$ cat config.mk
export PLATFORM = sky130hd
export DESIGN_NAME = ipm_seq
export DESIGN_NICKNAME = d
export VERILOG_FILES = /design/src/rtl/ipm_pkg.sv /design/src/rtl/ipm_seq.sv
export SDC_FILE = /design/constraint.sdc
export NUM_CORES = 2
export LEC_CHECK = 0
export BUFFER_PORTS_ARGS = -buffer_cell sky130_fd_sc_hd__buf_2
export CAP_MARGIN = 20
export CORE_ASPECT_RATIO = 1.2
export CORE_MARGIN = 8
export CORE_UTILIZATION = 30
export DETAILED_ROUTE_END_ITERATION = 6
export HOLD_SLACK_MARGIN = 0.03
export SYNTH_ARGS = -nofsm -noshare
export SYNTH_HDL_FRONTEND = slang
export SYNTH_SLANG_ARGS = --single-unit
$ cat constraint.sdc
create_clock -name clk -period 7.85 [get_ports clk]
set_clock_uncertainty 0.05 [all_clocks]
set_input_delay 0.3925 -clock clk [delete_from_list [all_inputs] [get_ports clk]]
set_output_delay 0.3925 -clock clk [all_outputs]
set_load 0.05 [all_outputs]
$ cat src/rtl/ipm_pkg.sv
`timescale 1ns / 1ps

package ipm_pkg;

    localparam int NUM_CAMS_DEF = 4;
    localparam int BEV_SIZE_DEF = 1024;
    localparam int WORDS        = 19;

    // calibration word slots
    localparam int IDX_T0 = 9;
    localparam int IDX_XI = 12;
    localparam int IDX_FX = 13;
    localparam int IDX_FY = 14;
    localparam int IDX_CX = 15;
    localparam int IDX_CY = 16;
    localparam int IDX_W  = 17;
    localparam int IDX_H  = 18;

    localparam logic [0:0]  OP_LOAD  = 1'b0;
    localparam logic [0:0]  OP_MAP   = 1'b1;
    localparam logic [1:0]  ST_INSIDE  = 2'd0;
    localparam logic [1:0]  ST_BEHIND  = 2'd1;
    localparam logic [1:0]  ST_OUTSIDE = 2'd2;
    localparam logic [20:0] GS_RESET = 21'd1311;

    // root bits per sqrt stage, quotient bits per divider stage
    localparam int SQ_STEPS = 2;
    localparam int SQ_STG   = 32 / SQ_STEPS;
    localparam int DV_STEPS = 2;
    localparam int DV_STG   = 48 / DV_STEPS;

    typedef struct packed {
        logic [0:0]         op;
        logic [2:0]         cam_sel;
        logic [4:0]         coef_index;
        logic signed [31:0] coef_value;
        logic [11:0]        bev_u;
        logic [11:0]        bev_v;
    } in_beat_t;

    typedef struct packed {
        logic [2:0]  cam_id;
        logic [1:0]  status;
        logic [11:0] src_x;
        logic [11:0] src_y;
        logic        last;
    } out_beat_t;

    typedef struct packed {
        logic [2:0]              cam;
        logic                    last;
        logic signed [31:0]      gx;
        logic signed [31:0]      gy;
        logic [WORDS-1:0][31:0]  row;
    } issue_t;

    typedef struct packed {
        logic [2:0]         cam;
        logic               last;
        logic signed [31:0] xi;
        logic signed [31:0] fx;
        logic signed [31:0] fy;
        logic signed [31:0] cx;
        logic signed [31:0] cy;
        logic signed [15:0] w;
        logic signed [15:0] h;
    } cal_t;

    typedef struct packed {
        cal_t               cal;
        logic signed [31:0] xs;
        logic signed [31:0] ys;
        logic signed [31:0] zs;
    } tail_t;

    typedef struct packed {
        cal_t cal;
        logic behind;
        logic x_neg;
        logic y_neg;
    } div_tail_t;

    function automatic logic signed [31:0] sat32(input logic signed [65:0] x);
        if (x > 66'sd2147483647)
            return 32'sh7fffffff;
        else if (x < -66'sd2147483648)
            return 32'sh80000000;
        return 32'(x);
    endfunction

    // Q16.16 product back to Q16.16, half up
    function automatic logic signed [65:0] rnd_q16(input logic signed [65:0] p);
        return (p + 66'sd32768) >>> 16;
    endfunction

endpackage

$ cat src/rtl/ipm_seq.sv
`timescale 1ns / 1ps

module ipm_seq #(
    parameter int NUM_CAMS = ipm_pkg::NUM_CAMS_DEF,
    parameter int BEV_SIZE = ipm_pkg::BEV_SIZE_DEF
) (
    input  logic               clk,
    input  logic               rst_n,
    input  logic               en,
    input  logic               in_valid,
    output logic               in_stall,
    input  ipm_pkg::in_beat_t  in_beat,
    input  logic               cfg_we,
    input  logic [20:0]        cfg_wdata,
    output logic               iss_valid,
    output ipm_pkg::issue_t    iss
);
    localparam int CW = (NUM_CAMS > 1) ? $clog2(NUM_CAMS) : 1;
    localparam logic [CW-1:0] CNT_LAST = CW'(NUM_CAMS - 1);

    logic [ipm_pkg::WORDS-1:0][31:0] calib_mem [NUM_CAMS];

    logic               busy_reg, busy_next;
    logic [CW-1:0]      cnt_reg, cnt_next;
    logic [20:0]        scale_reg;
    logic signed [31:0] gx_reg, gy_reg;
    logic               iss_valid_reg;
    ipm_pkg::issue_t    iss_reg;

    logic               accept, issue, last_issue, is_map;
    logic signed [13:0] du, dv;
    logic signed [35:0] px, py;

    assign issue      = busy_reg && en;
    assign last_issue = issue && (cnt_reg == CNT_LAST);
    assign in_stall   = busy_reg && !last_issue;
    assign accept     = in_valid && !in_stall;
    assign is_map     = accept && (in_beat.op == ipm_pkg::OP_MAP);

    // ground point, exact then halved
    assign du = $signed({1'b0, in_beat.bev_u, 1'b0}) - 14'(BEV_SIZE);
    assign dv = 14'(BEV_SIZE) - $signed({1'b0, in_beat.bev_v, 1'b0});
    assign px = du * $signed({1'b0, scale_reg});
    assign py = dv * $signed({1'b0, scale_reg});

    always_comb
    begin
        busy_next = busy_reg;
        cnt_next  = cnt_reg;
        if (issue)
            cnt_next = cnt_reg + CW'(1);
        if (last_issue)
            busy_next = 1'b0;
        if (is_map)
        begin
            busy_next = 1'b1;
            cnt_next  = '0;
        end
    end

    always_ff @(posedge clk or negedge rst_n)
    begin
        if (!rst_n)
        begin
            busy_reg      <= 1'b0;
            cnt_reg       <= '0;
            scale_reg     <= ipm_pkg::GS_RESET;
            iss_valid_reg <= 1'b0;
        end
        else
        begin
            busy_reg <= busy_next;
            cnt_reg  <= cnt_next;
            if (cfg_we)
                scale_reg <= cfg_wdata;
            if (en)
                iss_valid_reg <= issue;
        end
    end

    always_ff @(posedge clk)
    begin
        if (is_map)
        begin
            gx_reg <= ipm_pkg::sat32(66'(px >>> 1));
            gy_reg <= ipm_pkg::sat32(66'(py >>> 1));
        end
        if (accept && (in_beat.op == ipm_pkg::OP_LOAD) && (in_beat.cam_sel < NUM_CAMS)
            && (in_beat.coef_index < ipm_pkg::WORDS))
            calib_mem[in_beat.cam_sel[CW-1:0]][in_beat.coef_index] <= in_beat.coef_value;
        if (en)
        begin
            iss_reg.row  <= calib_mem[cnt_reg];
            iss_reg.cam  <= 3'(cnt_reg);
            iss_reg.last <= (cnt_reg == CNT_LAST);
            iss_reg.gx   <= gx_reg;
            iss_reg.gy   <= gy_reg;
        end
    end

    assign iss_valid = iss_valid_reg;
    assign iss       = iss_reg;

`ifndef ASSERT_OFF
    a_stall_busy: assert property (@(posedge clk) disable iff (!rst_n)
        in_stall |-> busy_reg)
        else $error("stall without a pixel in progress");
    a_cnt_range: assert property (@(posedge clk) disable iff (!rst_n)
        busy_reg |-> (cnt_reg <= CNT_LAST))
        else $error("camera counter out of range");
    a_idle_open: assert property (@(posedge clk) disable iff (!rst_n)
        !busy_reg |-> !in_stall)
        else $error("stall while idle");
`endif

endmodule

==> flow_summary_export.csv <==
group,metric,value,unit
yosys,syn_area,0.1308,mm2
yosys,ys_ff_latch,3196,
global_routing,grt_pass1_wl,520.9,mm
worst_setup_path,crit_arrival,7950,ps
worst_setup_path,worstPathRequired,8530,ps
global_routing,antenna_found_initial,58,
yosys,synthMuxAreaShare,10.66,%
drt,routed_via_density,4.793,
sta,finalSetupViolCount,0,
drt,vias,64848,
yosys,synth_xor_area_share,0.4421,%
worst_setup_path,critPathKind,"reg2reg",
clocking,htree_levels,5,
global_routing,overflow,0,
die,die_y,739.2,um
yosys,netlist.top_cell.by_area,"edfxtp_1",
yosys,syn_inst,6430,
global_routing,grt_pass1_vias,68559,
drt,drt_wl_total,371.7,mm
die,die_w,618.7,um
worst_setup_path,worst_setup_path_end_kind,"flip-flop",
yosys,synth-compound-area-share,1.491,%
drt,drt_iter0_markers,6464,
power,ir_drop,0.0007888,V
power,leakagePower,52.79,nW
power,power_density,440.5,mW/mm2
sta,slew_viol_final,0,
drt,drc,1,
flow_run,cap_violations,0,
yosys,synth-simple-area-share,3.306,%
die,coreArea,0.4340,mm2
clocking,cts_root_buf,"clkbuf_16",
drt,first_pass_iters,7,
sta,tightest_slew,1161,ps
global_routing,grt_usage,15.81,%
sta,hold_viol,0,
outcome,violations,"design-rule violations",
sta,relSlewSlack,22.63,%
worst_setup_path,worst_setup_path_start_kind,"flip-flop",
drt,wl_per_cell,27.47,um
yosys,avgSynthCellArea,20.34,um2
clocking,cts_sinks,3196,
yosys,ys_types,78,
hold_path,min_path_type,"in2reg",
layout,syn2layout_area_growth,18.25,%
global_routing,grt_start_max_net_pins,128,
sta,period_minus_slack,7269,ps
power,power.internal,41.15,mW
layout,layout_commonest_cell,"edfxtp_1",
yosys,synth.yosys.seq_area_share,73.31,%
layout,drive_gt1_share,28.34,%
yosys,async_flop_share,0.7822,%
placement,gp_congestion,0.8468,
yosys,synth_top_area_share,72.82,%
yosys,syn_nets,7170,
layout,nNetsFinal,8260,
layout,largest_reg_flops,2432,
outcome,status,"finished, violations left",
sta,fmax,137.6,MHz
layout,final_cell_mix,"edfxtp_1, buf_2, mux4_2",
die,die-area,0.4573,mm2
clocking,cts_buffers,322,
sta,fin_tns_setup,0,ps
clocking,clkTransAtPathRegs,70,ps
power,power_switching,26.95,mW
sta,grt_setup_unrepaired,"no",
yosys,ys_top_cells_by_area,"edfxtp_1, mux4_2, fa_1, ha_1, inv_1",
worst_setup_path,cp_max_fo,20,
sta,post-route-period-util,92.60,%
die,initial_core_util,30.13,%
clocking,cts_tree,"built",
placement,io_buffers,767,
power,combPwrFrac,46.1,%
drt,postRouteAntennaNets,0,
placement,dp_hpwl,239.3,mm
yosys,synth_edf_count,3171,
layout,post-route-util,35.63,%
power,clkPwrFrac,21.9,%
yosys,synth_top_family_by_area,"multiplexers",
die,io_pins,769,
yosys,synthAdderAreaFrac,8.610,%
die,num_rows,265,
clocking,clk_latency,930,ps
power,p_sw_share,39.58,%
yosys,synth_ff_type,"edfxtp_1",
power,power_frac_seq,32.1,%
clocking,cts_buffer_depth,4,
yosys,synth_warnings,0,
## cells by family (layout without fill, tap and decap cells)
kind of cell / count (synthesis) / in the layout
AOI/OAI and AO/OA: 255 / 255
xor gates and xnor gates: 66 / 66
adders and majority gates: 649 / 649
buffers and inverters: 727 / 2073
DFF: 3196 / 3196
muxes: 630 / 630
other: 1 / 14
and+or+nand+nor: 906 / 906
## power groups by stage
| stage | logic [mW] | clock network (mW) | registers [mW] |
|---|---|---|---|
| after floorplan | 19.3 | 0 | 24.7 |
| final | 31.4 | 14.9 | 21.8 |
| after global routing | 34.4 | 15.8 | 21.9 |
| after CTS | 31.8 | 15.2 | 21.9 |
| after global placement | 31.3 | 0 | 22.2 |
| after detailed placement | 31.6 | 0 | 22.2 |
## repair_timing
item | in CTS | in global routing
hold buffers | 81 | 0
gates resized for setup | 0 | 0
hold endpoints to repair | 948 | 0
setup buffers | 0 | 0
## cell usage after synthesis (5+ instances only)
cell type,number
nand2b_1,19
xnor2_1,36
o21a_1,9
or2_2,11
mux4_2,608
or3_1,5
dfstp_2,7
inv_1,425
nand4_1,39
and4_1,5
buf_1,88
a211oi_1,9
a31oi_1,8
and2_1,164
edfxtp_1,3171
nand2_1,375
buf_4,9
a211o_1,5
mux2_2,22
o21bai_1,7
o211ai_1,8
o21ai_0,25
xor2_1,30
fa_1,418
nor2_1,150
nor2b_1,40
o221ai_2,31
a21o_1,19
buf_2,18
nand3_1,49
o21ai_1,39
dfrtp_1,18
clkbuf_1,182
nor3_1,22
and3_1,9
a21oi_1,53
ha_1,231
## critical path, cell delays in order, from the launching register on
cell and delay (ps):
dfrtp_1 1100, nand2_1 220, fa_1 610, inv_1 50, fa_1 390, fa_1 540, inv_1 60, fa_1 540
inv_1 50, fa_1 430, ha_1 290, ha_1 330, buf_4 170, a21oi_1 170, o21ai_0 140, a2111oi_0 700
buf_4 230, and2_1 140, o211ai_1 130, o31a_2 400, buf_4 200, o21ai_1 150
## path summary, 6_finish.rpt
kind	from	to	slack [ps]	depth (start not counted)
worst max-delay path	scale_reg[17]	gx_reg[11]	580	21
worst min-delay path	in_beat[64]	busy_reg	170	3
worst max register to register	scale_reg[17]	gx_reg[11]	580	21
worst min register to register	gx_reg[15]	iss[655]	370	0
max in group asynchronous	rst_n	scale_reg[7]	5790	4
min in group asynchronous	rst_n	iss_valid	600	3
## layer usage
| layer | GRT usage [%] | routed length [um] |
|---|---|---|
| met1 | 19.60 | 143100 |
| met2 | 26.74 | 183100 |
| met3 | 5.309 | 36660 |
| met4 | 3.596 | 8691 |
| met5 | 0 | 120 |
## stage by stage
stage               hold slack, ps  setup slack (ps)  instance area (um2)  instances  power [mW]
floorplan                    46.91             783.9               130800       6430       44.00
detailed placement           358.1             241.6               143400      12845       53.81
global placement             362.9             345.2               142900      12822       53.53
finish                       169.9             581.0               154600      13529       68.11
global route                 101.7             305.9               154600      13521       72.17
CTS                          73.61             631.4               154400      13506       68.96
## final cells by class
| cell class | instances | area, um2 |
|---|---|---|
| antenna | 13 | 32.53 |
| clock buffer | 408 | 8507 |
| clock inverter | 172 | 1647 |
| fill | 40028 | 279400 |
| inverter | 425 | 1595 |
| multi-input combinational | 2507 | 32680 |
| sequential | 3196 | 95860 |
| tap | 5740 | 7182 |
| timing repair buffer | 1068 | 7114 |
Power figures use the tool's default switching activity.
